==> config.mk <==
export PLATFORM = sky130hd
export DESIGN_NAME = dual_wheel_pid_speed_control_flat
export DESIGN_NICKNAME = d
export VERILOG_FILES = /design/src/hw/rtl/dwpid_pkg.sv /design/src/hw/rtl/dwpid_if.sv /design/src/hw/rtl/dual_wheel_pid_speed_control.sv /design/src/flat_wrapper.sv
export SDC_FILE = /design/constraint.sdc
export NUM_CORES = 2
export LEC_CHECK = 0
export BUFFER_PORTS_ARGS = -buffer_cell sky130_fd_sc_hd__buf_4
export CORE_MARGIN = 2
export CORE_UTILIZATION = 40
export CTS_BUF_LIST = sky130_fd_sc_hd__clkbuf_2
export CTS_CLUSTER_SIZE = 28
export DETAILED_ROUTE_END_ITERATION = 10
export SYNTH_ARGS = -nofsm -noshare
export SYNTH_HDL_FRONTEND = slang
export SYNTH_SLANG_ARGS = --single-unit
==> constraint.sdc <==
create_clock -name clk -period 7.1 [get_ports clk]
set_clock_uncertainty 0.15 [all_clocks]
set_input_delay 0.71 -clock clk [delete_from_list [all_inputs] [get_ports clk]]
set_output_delay 0.71 -clock clk [all_outputs]
set_load 0.05 [all_outputs]
==> src/hw/rtl/dwpid_pkg.sv <==
// shared constants, register indexes and sequencer codes for the dual wheel pid block
// no dependencies; used by the drive channel interface, the top level and the testbench
package dwpid_pkg;

  localparam int GAIN_W      = 16;
  localparam int LIMIT_W     = 15;
  localparam int RATE_W      = 16;
  localparam int DRIVE_W     = 16;
  localparam int DIGIT_W     = 4;
  localparam int NUM_DIGITS  = RATE_W / DIGIT_W;
  localparam int CNT_W       = $clog2(NUM_DIGITS);
  localparam int FRAC_SHIFT  = 24;
  localparam int ALIGN_SHIFT = 16;
  localparam int ADDR_W      = 5;
  localparam int APB_W       = 32;

  typedef enum logic [2:0] {
    REG_GAIN_P,
    REG_GAIN_I,
    REG_GAIN_D,
    REG_DEAD_ZONE,
    REG_DRIVE_LIMIT,
    REG_TICK_FRACTION,
    REG_TICK_RATE
  } reg_idx_t;

  typedef enum logic [2:0] {
    ST_IDLE,
    ST_PREP,
    ST_MUL,
    ST_ACC,
    ST_MAG,
    ST_CLAMP,
    ST_PUBLISH
  } state_t;

  typedef enum logic [2:0] {
    OP_INC,
    OP_DER,
    OP_P,
    OP_I,
    OP_D
  } op_t;

endpackage

==> src/hw/rtl/dwpid_if.sv <==
// valid/ready channel interfaces: speed tick in, wheel drives out
// depends on dwpid_pkg for the drive width
interface dwpid_tick_if #(
  parameter int SPEED_WIDTH = 16
);
  logic                          valid;
  logic                          ready;
  logic signed [SPEED_WIDTH-1:0] left_target;
  logic signed [SPEED_WIDTH-1:0] left_measured;
  logic signed [SPEED_WIDTH-1:0] right_target;
  logic signed [SPEED_WIDTH-1:0] right_measured;
  logic                          halt;

  modport source (
    output valid, left_target, left_measured, right_target, right_measured, halt,
    input  ready
  );
  modport sink (
    input  valid, left_target, left_measured, right_target, right_measured, halt,
    output ready
  );
endinterface

interface dwpid_drive_if;
  logic                                 valid;
  logic                                 ready;
  logic signed [dwpid_pkg::DRIVE_W-1:0] left_drive;
  logic signed [dwpid_pkg::DRIVE_W-1:0] right_drive;

  modport source (
    output valid, left_drive, right_drive,
    input  ready
  );
  modport sink (
    input  valid, left_drive, right_drive,
    output ready
  );
endinterface

==> src/hw/rtl/dual_wheel_pid_speed_control.sv <==
// dual wheel pid speed control; depends on dwpid_pkg and dwpid_if
// the sequencer takes one tick at a time; a halt tick goes straight to publish, and a new
// tick waits until the last one is published; all work runs on the one shared 4-bit
// digit-serial multiplier: 10 products of 4 digit steps each, plus prep/accumulate/clamp steps
// the tick port reopens while a finished result still waits in the output register
// reset (sync, high): registers to defaults, integrals and previous errors zero, output empty
module dual_wheel_pid_speed_control #(
  parameter int SPEED_WIDTH    = 16,
  parameter int INTEGRAL_WIDTH = 48
) (
  input  logic                           clk,
  input  logic                           rst,
  input  logic                           psel,
  input  logic                           penable,
  input  logic                           pwrite,
  input  logic [dwpid_pkg::ADDR_W-1:0]   paddr,
  input  logic [dwpid_pkg::APB_W-1:0]    pwdata,
  output logic [dwpid_pkg::APB_W-1:0]    prdata,
  output logic                           pready,
  dwpid_tick_if.sink                     tick,
  dwpid_drive_if.source                  drive
);

  localparam int ERR_W  = SPEED_WIDTH + 1;
  localparam int DIFF_W = SPEED_WIDTH + 2;
  localparam int INC_W  = ERR_W + dwpid_pkg::RATE_W;
  localparam int DER_W  = DIFF_W + dwpid_pkg::RATE_W;
  localparam int MC_W   = (INTEGRAL_WIDTH > DER_W) ? INTEGRAL_WIDTH : DER_W;
  localparam int PROD_W = MC_W + dwpid_pkg::GAIN_W;
  localparam int SUM_A  = INTEGRAL_WIDTH + dwpid_pkg::GAIN_W;
  localparam int SUM_B  = DER_W + dwpid_pkg::GAIN_W + dwpid_pkg::ALIGN_SHIFT;
  localparam int SUM_W  = ((SUM_A > SUM_B) ? SUM_A : SUM_B) + 2;
  localparam int SAT_W  = ((INTEGRAL_WIDTH > INC_W) ? INTEGRAL_WIDTH : INC_W) + 1;
  localparam int QW     = SUM_W - dwpid_pkg::FRAC_SHIFT;
  localparam int PP_W   = MC_W + dwpid_pkg::DIGIT_W + 1;

  localparam logic signed [SAT_W-1:0] I_MAX =
    SAT_W'({1'b0, {(INTEGRAL_WIDTH-1){1'b1}}});
  localparam logic signed [SAT_W-1:0] I_MIN = ~I_MAX;

  // configuration registers
  logic [dwpid_pkg::GAIN_W-1:0]  gain_p;
  logic [dwpid_pkg::GAIN_W-1:0]  gain_i;
  logic [dwpid_pkg::GAIN_W-1:0]  gain_d;
  logic [dwpid_pkg::LIMIT_W-1:0] dead_zone;
  logic [dwpid_pkg::LIMIT_W-1:0] drive_limit;
  logic [dwpid_pkg::RATE_W-1:0]  tick_fraction;
  logic [dwpid_pkg::RATE_W-1:0]  tick_rate;

  // controller state
  logic signed [INTEGRAL_WIDTH-1:0] left_integral;
  logic signed [INTEGRAL_WIDTH-1:0] right_integral;
  logic signed [ERR_W-1:0]          left_prev_error;
  logic signed [ERR_W-1:0]          right_prev_error;

  // sequencer
  dwpid_pkg::state_t              state;
  dwpid_pkg::state_t              state_next;
  dwpid_pkg::op_t                 op;
  logic                           wheel;
  logic [dwpid_pkg::CNT_W-1:0]    cnt;
  logic                           accept;
  logic                           publish;

  // datapath registers
  logic signed [SPEED_WIDTH-1:0]  tgt_l;
  logic signed [SPEED_WIDTH-1:0]  meas_l;
  logic signed [SPEED_WIDTH-1:0]  tgt_r;
  logic signed [SPEED_WIDTH-1:0]  meas_r;
  logic signed [ERR_W-1:0]        err_q;
  logic signed [DIFF_W-1:0]       diff_q;
  logic signed [DER_W-1:0]        deriv_q;
  logic signed [MC_W-1:0]         mcand;
  logic [dwpid_pkg::RATE_W-1:0]   mplier;
  logic                           msigned;
  logic signed [PROD_W-1:0]       prod;
  logic signed [SUM_W-1:0]        sum;
  logic [SUM_W-1:0]               mag;
  logic                           neg;
  logic signed [dwpid_pkg::DRIVE_W-1:0] res_l;
  logic signed [dwpid_pkg::DRIVE_W-1:0] res_r;

  // combinational values
  logic signed [SPEED_WIDTH-1:0]     cur_tgt;
  logic signed [SPEED_WIDTH-1:0]     cur_meas;
  logic signed [ERR_W-1:0]           cur_prev;
  logic signed [INTEGRAL_WIDTH-1:0]  cur_integ;
  logic signed [ERR_W-1:0]           err_calc;
  logic signed [DIFF_W-1:0]          diff_calc;
  logic [dwpid_pkg::DIGIT_W-1:0]     digit;
  logic signed [dwpid_pkg::DIGIT_W:0] sd;
  logic signed [PP_W-1:0]            pp;
  logic signed [PROD_W-1:0]          prod_step;
  logic signed [INC_W-1:0]           inc_val;
  logic signed [SAT_W-1:0]           sat_sum;
  logic signed [SAT_W-1:0]           sat_val;
  logic signed [INTEGRAL_WIDTH-1:0]  ig_new;
  logic signed [SUM_W-1:0]           acc_term;
  logic [QW-1:0]                     q_hi;
  logic [dwpid_pkg::LIMIT_W-1:0]     q_clip;
  logic [dwpid_pkg::LIMIT_W-1:0]     q_dead;
  logic [dwpid_pkg::DRIVE_W-1:0]     q_ext;
  logic [dwpid_pkg::DRIVE_W-1:0]     drive_val;

  // ---------------------------------------------------------------- apb port
  assign pready = 1'b1;

  always_ff @(posedge clk) begin
    if (rst) begin
      gain_p        <= dwpid_pkg::GAIN_W'(1);
      gain_i        <= dwpid_pkg::GAIN_W'(1);
      gain_d        <= dwpid_pkg::GAIN_W'(1);
      dead_zone     <= dwpid_pkg::LIMIT_W'(1);
      drive_limit   <= dwpid_pkg::LIMIT_W'(100);
      tick_fraction <= dwpid_pkg::RATE_W'(655);
      tick_rate     <= dwpid_pkg::RATE_W'(100);
    end else if (psel && penable && pwrite) begin
      case (dwpid_pkg::reg_idx_t'(paddr[dwpid_pkg::ADDR_W-1:2]))
        dwpid_pkg::REG_GAIN_P:        gain_p        <= pwdata[dwpid_pkg::GAIN_W-1:0];
        dwpid_pkg::REG_GAIN_I:        gain_i        <= pwdata[dwpid_pkg::GAIN_W-1:0];
        dwpid_pkg::REG_GAIN_D:        gain_d        <= pwdata[dwpid_pkg::GAIN_W-1:0];
        dwpid_pkg::REG_DEAD_ZONE:     dead_zone     <= pwdata[dwpid_pkg::LIMIT_W-1:0];
        dwpid_pkg::REG_DRIVE_LIMIT:   drive_limit   <= pwdata[dwpid_pkg::LIMIT_W-1:0];
        dwpid_pkg::REG_TICK_FRACTION: tick_fraction <= pwdata[dwpid_pkg::RATE_W-1:0];
        dwpid_pkg::REG_TICK_RATE:     tick_rate     <= pwdata[dwpid_pkg::RATE_W-1:0];
        default: ;
      endcase
    end
  end

  always_comb begin
    case (dwpid_pkg::reg_idx_t'(paddr[dwpid_pkg::ADDR_W-1:2]))
      dwpid_pkg::REG_GAIN_P:        prdata = dwpid_pkg::APB_W'(gain_p);
      dwpid_pkg::REG_GAIN_I:        prdata = dwpid_pkg::APB_W'(gain_i);
      dwpid_pkg::REG_GAIN_D:        prdata = dwpid_pkg::APB_W'(gain_d);
      dwpid_pkg::REG_DEAD_ZONE:     prdata = dwpid_pkg::APB_W'(dead_zone);
      dwpid_pkg::REG_DRIVE_LIMIT:   prdata = dwpid_pkg::APB_W'(drive_limit);
      dwpid_pkg::REG_TICK_FRACTION: prdata = dwpid_pkg::APB_W'(tick_fraction);
      dwpid_pkg::REG_TICK_RATE:     prdata = dwpid_pkg::APB_W'(tick_rate);
      default:                      prdata = '0;
    endcase
  end

  // ---------------------------------------------------------------- sequencer
  always_comb begin
    state_next = state;
    case (state)
      dwpid_pkg::ST_IDLE: begin
        if (tick.valid) begin
          state_next = tick.halt ? dwpid_pkg::ST_PUBLISH : dwpid_pkg::ST_PREP;
        end
      end
      dwpid_pkg::ST_PREP:  state_next = dwpid_pkg::ST_MUL;
      dwpid_pkg::ST_MUL: begin
        if (cnt == dwpid_pkg::CNT_W'(dwpid_pkg::NUM_DIGITS - 1)) begin
          state_next = dwpid_pkg::ST_ACC;
        end
      end
      dwpid_pkg::ST_ACC: begin
        state_next = (op == dwpid_pkg::OP_D) ? dwpid_pkg::ST_MAG : dwpid_pkg::ST_MUL;
      end
      dwpid_pkg::ST_MAG:   state_next = dwpid_pkg::ST_CLAMP;
      dwpid_pkg::ST_CLAMP: begin
        state_next = wheel ? dwpid_pkg::ST_PUBLISH : dwpid_pkg::ST_PREP;
      end
      dwpid_pkg::ST_PUBLISH: begin
        if (!drive.valid || drive.ready) begin
          state_next = dwpid_pkg::ST_IDLE;
        end
      end
      default: state_next = dwpid_pkg::ST_IDLE;
    endcase
  end

  always_comb begin
    tick.ready = (state == dwpid_pkg::ST_IDLE);
    accept     = tick.valid && (state == dwpid_pkg::ST_IDLE);
    publish    = (state == dwpid_pkg::ST_PUBLISH) && (!drive.valid || drive.ready);
  end

  // ---------------------------------------------------------------- datapath logic
  assign cur_tgt   = wheel ? tgt_r : tgt_l;
  assign cur_meas  = wheel ? meas_r : meas_l;
  assign cur_prev  = wheel ? right_prev_error : left_prev_error;
  assign cur_integ = wheel ? right_integral : left_integral;
  assign err_calc  = ERR_W'(cur_tgt) - ERR_W'(cur_meas);
  assign diff_calc = DIFF_W'(err_calc) - DIFF_W'(cur_prev);

  // msb-first digit step; the top digit carries negative weight for signed gains
  assign digit     = mplier[dwpid_pkg::RATE_W-1 -: dwpid_pkg::DIGIT_W];
  assign sd        = {(cnt == '0 && msigned) ? digit[dwpid_pkg::DIGIT_W-1] : 1'b0, digit};
  assign pp        = PP_W'(mcand) * PP_W'(sd);
  assign prod_step = (prod <<< dwpid_pkg::DIGIT_W) + PROD_W'(pp);

  // saturating integral update
  assign inc_val = prod[INC_W-1:0];
  assign sat_sum = SAT_W'(cur_integ) + SAT_W'(inc_val);
  always_comb begin
    if (sat_sum > I_MAX) begin
      sat_val = I_MAX;
    end else if (sat_sum < I_MIN) begin
      sat_val = I_MIN;
    end else begin
      sat_val = sat_sum;
    end
  end
  assign ig_new = sat_val[INTEGRAL_WIDTH-1:0];

  // q.8 terms are lifted to q.24 before the sum
  always_comb begin
    case (op)
      dwpid_pkg::OP_P: acc_term = SUM_W'(prod) <<< dwpid_pkg::ALIGN_SHIFT;
      dwpid_pkg::OP_I: acc_term = SUM_W'(prod);
      dwpid_pkg::OP_D: acc_term = SUM_W'(prod) <<< dwpid_pkg::ALIGN_SHIFT;
      default:         acc_term = '0;
    endcase
  end

  // truncate toward zero, clamp, then dead zone
  always_comb begin
    q_hi      = mag[SUM_W-1:dwpid_pkg::FRAC_SHIFT];
    q_clip    = (q_hi > QW'(drive_limit)) ? drive_limit : q_hi[dwpid_pkg::LIMIT_W-1:0];
    q_dead    = (q_clip < dead_zone) ? '0 : q_clip;
    q_ext     = dwpid_pkg::DRIVE_W'(q_dead);
    drive_val = neg ? -q_ext : q_ext;
  end

  // ---------------------------------------------------------------- control registers
  always_ff @(posedge clk) begin
    if (rst) begin
      state            <= dwpid_pkg::ST_IDLE;
      op               <= dwpid_pkg::OP_INC;
      wheel            <= 1'b0;
      cnt              <= '0;
      drive.valid      <= 1'b0;
      left_integral    <= '0;
      right_integral   <= '0;
      left_prev_error  <= '0;
      right_prev_error <= '0;
    end else begin
      state <= state_next;
      if (publish) begin
        drive.valid <= 1'b1;
      end else if (drive.ready) begin
        drive.valid <= 1'b0;
      end
      case (state)
        dwpid_pkg::ST_IDLE: begin
          if (accept) begin
            wheel <= 1'b0;
          end
        end
        dwpid_pkg::ST_PREP: begin
          op  <= dwpid_pkg::OP_INC;
          cnt <= '0;
        end
        dwpid_pkg::ST_MUL: cnt <= cnt + dwpid_pkg::CNT_W'(1);
        dwpid_pkg::ST_ACC: begin
          cnt <= '0;
          case (op)
            dwpid_pkg::OP_INC: begin
              if (wheel) begin
                right_integral   <= ig_new;
                right_prev_error <= err_q;
              end else begin
                left_integral   <= ig_new;
                left_prev_error <= err_q;
              end
              op <= dwpid_pkg::OP_DER;
            end
            dwpid_pkg::OP_DER: op <= dwpid_pkg::OP_P;
            dwpid_pkg::OP_P:   op <= dwpid_pkg::OP_I;
            dwpid_pkg::OP_I:   op <= dwpid_pkg::OP_D;
            default: ;
          endcase
        end
        dwpid_pkg::ST_CLAMP: wheel <= 1'b1;
        default: ;
      endcase
    end
  end

  // ---------------------------------------------------------------- payload registers
  always_ff @(posedge clk) begin
    if (publish) begin
      drive.left_drive  <= res_l;
      drive.right_drive <= res_r;
    end
    case (state)
      dwpid_pkg::ST_IDLE: begin
        if (accept) begin
          tgt_l  <= tick.left_target;
          meas_l <= tick.left_measured;
          tgt_r  <= tick.right_target;
          meas_r <= tick.right_measured;
          res_l  <= '0;
          res_r  <= '0;
        end
      end
      dwpid_pkg::ST_PREP: begin
        err_q   <= err_calc;
        diff_q  <= diff_calc;
        mcand   <= MC_W'(err_calc);
        mplier  <= tick_fraction;
        msigned <= 1'b0;
        prod    <= '0;
        sum     <= '0;
      end
      dwpid_pkg::ST_MUL: begin
        prod   <= prod_step;
        mplier <= mplier << dwpid_pkg::DIGIT_W;
      end
      dwpid_pkg::ST_ACC: begin
        prod <= '0;
        case (op)
          dwpid_pkg::OP_INC: begin
            mcand   <= MC_W'(diff_q);
            mplier  <= tick_rate;
            msigned <= 1'b0;
          end
          dwpid_pkg::OP_DER: begin
            deriv_q <= prod[DER_W-1:0];
            mcand   <= MC_W'(err_q);
            mplier  <= gain_p;
            msigned <= 1'b1;
          end
          dwpid_pkg::OP_P: begin
            sum     <= sum + acc_term;
            mcand   <= MC_W'(cur_integ);
            mplier  <= gain_i;
            msigned <= 1'b1;
          end
          dwpid_pkg::OP_I: begin
            sum     <= sum + acc_term;
            mcand   <= MC_W'(deriv_q);
            mplier  <= gain_d;
            msigned <= 1'b1;
          end
          dwpid_pkg::OP_D: sum <= sum + acc_term;
          default: ;
        endcase
      end
      dwpid_pkg::ST_MAG: begin
        neg <= sum[SUM_W-1];
        mag <= sum[SUM_W-1] ? -sum : sum;
      end
      dwpid_pkg::ST_CLAMP: begin
        if (wheel) begin
          res_r <= drive_val;
        end else begin
          res_l <= drive_val;
        end
      end
      default: ;
    endcase
  end

  // ---------------------------------------------------------------- assertions
  a_halt_keeps_state: assert property (@(posedge clk) disable iff (rst)
    (accept && tick.halt) |=> ($stable(left_integral) && $stable(right_integral) &&
                               $stable(left_prev_error) && $stable(right_prev_error)))
    else $error("halt item changed controller state");

  a_run_starts_left: assert property (@(posedge clk) disable iff (rst)
    (accept && !tick.halt) |=> (state == dwpid_pkg::ST_PREP && !wheel))
    else $error("run item did not start on the left wheel");

  a_mag_after_all_terms: assert property (@(posedge clk) disable iff (rst)
    (state == dwpid_pkg::ST_MAG) |-> (op == dwpid_pkg::OP_D))
    else $error("drive formed before all three terms were summed");

  a_publish_fills_output: assert property (@(posedge clk) disable iff (rst)
    (state == dwpid_pkg::ST_PUBLISH && drive.ready) |=> drive.valid)
    else $error("finished result not placed in output register");

endmodule

==> src/flat_wrapper.sv <==
// flat-port wrapper written by rule: the top's interface ports become plain ports
module dual_wheel_pid_speed_control_flat 
#(
  parameter int SPEED_WIDTH    = 16,
  parameter int INTEGRAL_WIDTH = 48
)
  (clk, rst, psel, penable, pwrite, paddr, pwdata, prdata, pready, tick_valid, tick_left_target, tick_left_measured, tick_right_target, tick_right_measured, tick_halt, tick_ready, drive_valid, drive_left_drive, drive_right_drive, drive_ready);
  dwpid_tick_if #(.SPEED_WIDTH(SPEED_WIDTH)) tick_i ();
  dwpid_drive_if drive_i ();
  input  logic clk;
  input  logic rst;
  input  logic psel;
  input  logic penable;
  input  logic pwrite;
  input  logic [dwpid_pkg::ADDR_W-1:0] paddr;
  input  logic [dwpid_pkg::APB_W-1:0] pwdata;
  output logic [dwpid_pkg::APB_W-1:0] prdata;
  output logic pready;
  input wire logic [$bits(tick_i.valid)-1:0] tick_valid;
  input wire logic [$bits(tick_i.left_target)-1:0] tick_left_target;
  input wire logic [$bits(tick_i.left_measured)-1:0] tick_left_measured;
  input wire logic [$bits(tick_i.right_target)-1:0] tick_right_target;
  input wire logic [$bits(tick_i.right_measured)-1:0] tick_right_measured;
  input wire logic [$bits(tick_i.halt)-1:0] tick_halt;
  output wire logic [$bits(tick_i.ready)-1:0] tick_ready;
  output wire logic [$bits(drive_i.valid)-1:0] drive_valid;
  output wire logic [$bits(drive_i.left_drive)-1:0] drive_left_drive;
  output wire logic [$bits(drive_i.right_drive)-1:0] drive_right_drive;
  input wire logic [$bits(drive_i.ready)-1:0] drive_ready;
  assign tick_i.valid = tick_valid;
  assign tick_i.left_target = tick_left_target;
  assign tick_i.left_measured = tick_left_measured;
  assign tick_i.right_target = tick_right_target;
  assign tick_i.right_measured = tick_right_measured;
  assign tick_i.halt = tick_halt;
  assign tick_ready = tick_i.ready;
  assign drive_valid = drive_i.valid;
  assign drive_left_drive = drive_i.left_drive;
  assign drive_right_drive = drive_i.right_drive;
  assign drive_i.ready = drive_ready;
  dual_wheel_pid_speed_control #(.SPEED_WIDTH(SPEED_WIDTH), .INTEGRAL_WIDTH(INTEGRAL_WIDTH)) u_core (.clk(clk), .rst(rst), .psel(psel), .penable(penable), .pwrite(pwrite), .paddr(paddr), .pwdata(pwdata), .prdata(prdata), .pready(pready), .tick(tick_i), .drive(drive_i));
endmodule
==> flow_metrics.py <==
metrics = {
    "yosys": {
        "synth.distinct_cells": 90,
        "synth.avg_cell_area_sq_um": 9.36,
        "ys_seq_area_share_pct": 37.3,
        "synthMuxAreaShare_pct": 4.21,
        "yosysWarnings": 0,
        "yosys.area_share.simple_pct": 15.8,
        "synthFlopType": "edfxtp_1",
        "synth_seq_cells": 689,
        "synthXorXnorAreaFrac_pct": 3.73,
        "async_reset_ff_share_pct": 0,
        "synthCells": 5215,
        "synth_edf_count": 439,
        "synth_compound_area_share_pct": 16.5,
        "synth_area_sq_mm": 0.0488,
        "synthAdderAreaFrac_pct": 17.4,
        "synth_top_family_by_area": "adder cells",
    },
    "hold_path": {
        "holdPathEnd": "u_core.tgt_r[11]$_DFFE_PP_",
        "holdCritPathClass": "in2reg",
        "holdCritStartpoint": "tick_right_target[11]",
        "hold-path-cell-count": 3,
    },
    "timing": {
        "worst_pin_slew_ns": 1.21,
        "max_freq_mhz": 147,
        "relSlewSlack_pct": 19.4,
        "finalSetupTns_ns": 0,
        "slew_viol_final": 0,
        "finalCritPeriodShare_pct": 96.0,
        "finalSetupViolations": 0,
        "min_period_ns": 6.82,
        "hold_viol_final": 0,
        "rsz0062_at_grt": "false",
    },
    "detailed_routing": {
        "drc": 0,
        "post_drt_wl_per_cell_microns": 19.1,
        "ant_nets": 0,
        "vias": 40208,
        "wl_microns": 141000,
        "drt_iter0_markers": 2806,
        "firstDrtPassIters": 8,
        "drt-vias-per-instance": 5.44,
    },
    "global_route": {
        "antenna_found_initial": 4,
        "grt_pass1_vias": 39227,
        "gr-total-overflow": 0,
        "grt_usage_pct": 22.2,
        "grt_pass1_wl_microns": 219000,
        "grt_max_degree": 110,
    },
    "die": {
        "fp.dieH_microns": 353,
        "die_area_sq_mm": 0.125,
        "core_area_sq_mm": 0.121,
        "die_w_microns": 353,
        "ios": 176,
        "start_util_pct": 40.2,
        "row_count": 128,
    },
    "critical_path": {
        "critPathLaunchType": "flop",
        "rrSetupSlack_ns": 0.28,
        "required_ns": 8.37,
        "timing.rr.start": "u_core.cnt[0]$_SDFFE_PP0P_",
        "r2r_cells": 27,
        "cp_num_buf_inv": 7,
        "worst-path-max-fanout": 3,
        "critical_path_class": "reg2reg",
        "slowest_delay_ns": 0.56,
        "end_kind": "flop",
        "slowest_stage": "fa_1",
        "crit_arrival_ns": 8.09,
        "path_delay_family": "adder cells",
        "r2r_end": "u_core.prod[56]$_SDFFCE_PN0P_",
    },
    "place": {
        "globalplace.congestion": 0.885,
        "io_buffers": 140,
        "dp_hpwl_microns": 100000,
    },
    "final_layout": {
        "nets": 6243,
        "nFillCells": 11711,
        "multi_input_area_sq_mm": 0.0283,
        "drive_gt1_share_pct": 12.4,
        "syn2layout_area_growth_pct": 14.3,
        "seqCellArea_sq_mm": 0.0182,
    },
    "clocking": {
        "path_clk_slew_ns": 0.13,
        "cts_tree": "done",
        "worstSkewPairLatency_ns": 1.74,
        "clock_path_buffers": 3,
        "root_buffer": "clkbuf_2",
        "cts_htree_levels": 4,
        "cts_buffers": 186,
        "cts_setup_buffers": 0,
        "clock-sinks": 689,
    },
    "run": {
        "maxCapViolCount": 0,
    },
    "status": {
        "status": "complete, no violations",
    },
}
[through the flow]
stage               instances  utilization, %  hold WS (ns)  cell area, sq um  setup slack (ns)
floorplan                5230               -         0.250             48800             0.678
global placement         6800            42.5         0.252             51600             0.262
detailed placement       6800            42.5         0.255             51600             0.270
CTS                      7380            45.9      0.000962             55700             0.231
global route             7386            45.9        0.0793             55800           0.00378
finish                   7387            45.9         0.148             55800             0.282
[routing by layer]
metal	part of all wire [%]	vias up	GRT usage, %	wire (microns)
met5	0	-	0	0
met4	3.2	0	8.60	4500
met3	6.1	273	4.39	8560
met2	46	1231	35.3	65000
met1	45	19458	29.7	63000
li1	-	19246	-	-
[kinds of logic after synthesis]
family / count (synthesis)
xor+xnor: 208
other cells: 2
buf+inv: 650
fa+ha+maj: 539
mux: 187
compound gates: 1287
flops: 689
simple gates: 1653
[tightest hold or removal path, delay by kind of cell]
family	cells	cell delay, ns
buffers and inverters	3	1.16
[how the worst max path moves through the flow]
stage / depth (start not counted) / end / startpoint
2_1_floorplan: 28 / u_core.prod[58]$_SDFFCE_PN0P_ / u_core.cnt[0]$_SDFFE_PP0P_
3_3_place_gp: 27 / u_core.prod[62]$_SDFFCE_PN0P_ / u_core.cnt[0]$_SDFFE_PP0P_
3_5_place_dp: 27 / u_core.prod[62]$_SDFFCE_PN0P_ / u_core.cnt[0]$_SDFFE_PP0P_
4_1_cts: 22 / u_core.prod[59]$_SDFFCE_PN0P_ / u_core.cnt[0]$_SDFFE_PP0P_
5_1_grt: 26 / u_core.res_r[12]$_DFFE_PP_ / u_core.drive_limit[1]$_SDFFE_PP0P_
6_report: 27 / u_core.prod[56]$_SDFFCE_PN0P_ / u_core.cnt[0]$_SDFFE_PP0P_
[flip-flops by register name, indices dropped and copies added, names as in the netlist, 17 cells and up]
register	flops
u_core.deriv_q	34
u_core.diff_q	18
u_core.err_q	17
u_core.left_integral	48
u_core.left_prev_error	17
u_core.mag	44
u_core.mcand	48
u_core.prod	64
u_core.right_integral	48
u_core.right_prev_error	17
u_core.sum	68
[cells in the final DEF (no fill, tap or decap), drive strengths merged, types with 15 or more instances in the layout]
| master | count |
|---|---|
| ha | 308 |
| nor2b | 33 |
| a22o | 53 |
| o21a | 36 |
| nand4 | 56 |
| xor2 | 63 |
| clkbuf | 277 |
| a21o | 126 |
| o21bai | 37 |
| edfxtp | 439 |
| xnor2 | 145 |
| dlygate4sd3 | 231 |
| a31oi | 33 |
| nand3 | 72 |
| o221ai | 17 |
| or2 | 34 |
| fa | 231 |
| and2 | 160 |
| a21oi | 433 |
| o21ai | 305 |
| nand2b | 28 |
| conb | 17 |
| nand2 | 664 |
| or3 | 22 |
| mux2i | 97 |
| nor4 | 35 |
| nand3b | 17 |
| clkinv | 57 |
| and3 | 44 |
| nor2 | 392 |
| o31ai | 26 |
| a211oi | 57 |
| nor3b | 15 |
| inv | 372 |
| mux2 | 84 |
| nor3 | 55 |
| a221oi | 28 |
| dfxtp | 250 |
| buf | 234 |
[cell usage after synthesis (all sizes together), types with 10 or more instances]
cell type	count	area [sq um]
inv	361	1360
o211ai	13	97.6
nand3	72	360
nand2b	28	183
a22o	53	464
nor4	35	240
a21oi	433	2170
a21o	126	946
a22oi	12	90.1
fa	231	4620
a2111oi	10	87.6
ha	308	3850
or3	22	158
and2	160	1000
nor2	392	1470
xor2	63	552
nor2b	33	206
o21a	36	270
o31ai	26	200
nand4	56	357
nor3	55	275
clkbuf	243	912
o21bai	37	278
nor3b	15	113
or2	34	213
a211oi	57	428
o41ai	12	105
a221oi	28	245
or4	13	105
o21ai	305	1530
xnor2	145	1270
o221ai	17	149
mux2	84	946
nand2	664	2490
nand3b	17	128
dfxtp	250	5000
and3	44	275
edfxtp	439	13200
a21boi	10	75.1
buf	45	234
mux2i	97	971
o22ai	14	87.6
a31oi	33	206
[area by class of cell]
type	instances	area share, %
clock inverter	71	0.720
tap	1625	3.65
sequential	689	32.6
clock buffer	277	2.49
inverter	362	2.44
timing repair buffer	465	7.33
multi-input combinational	3891	50.7
antenna	7	0.0314
[timing repair]
action	in CTS	in global routing
endpoints found under the hold margin	442	0
resized for setup	0	2
setup endpoints to repair	0	6
hold buffers	232	0
Power is left out: the tool's default activity adds up to more than one toggle a clock period on the data nets, which glitch-free logic cannot reach.
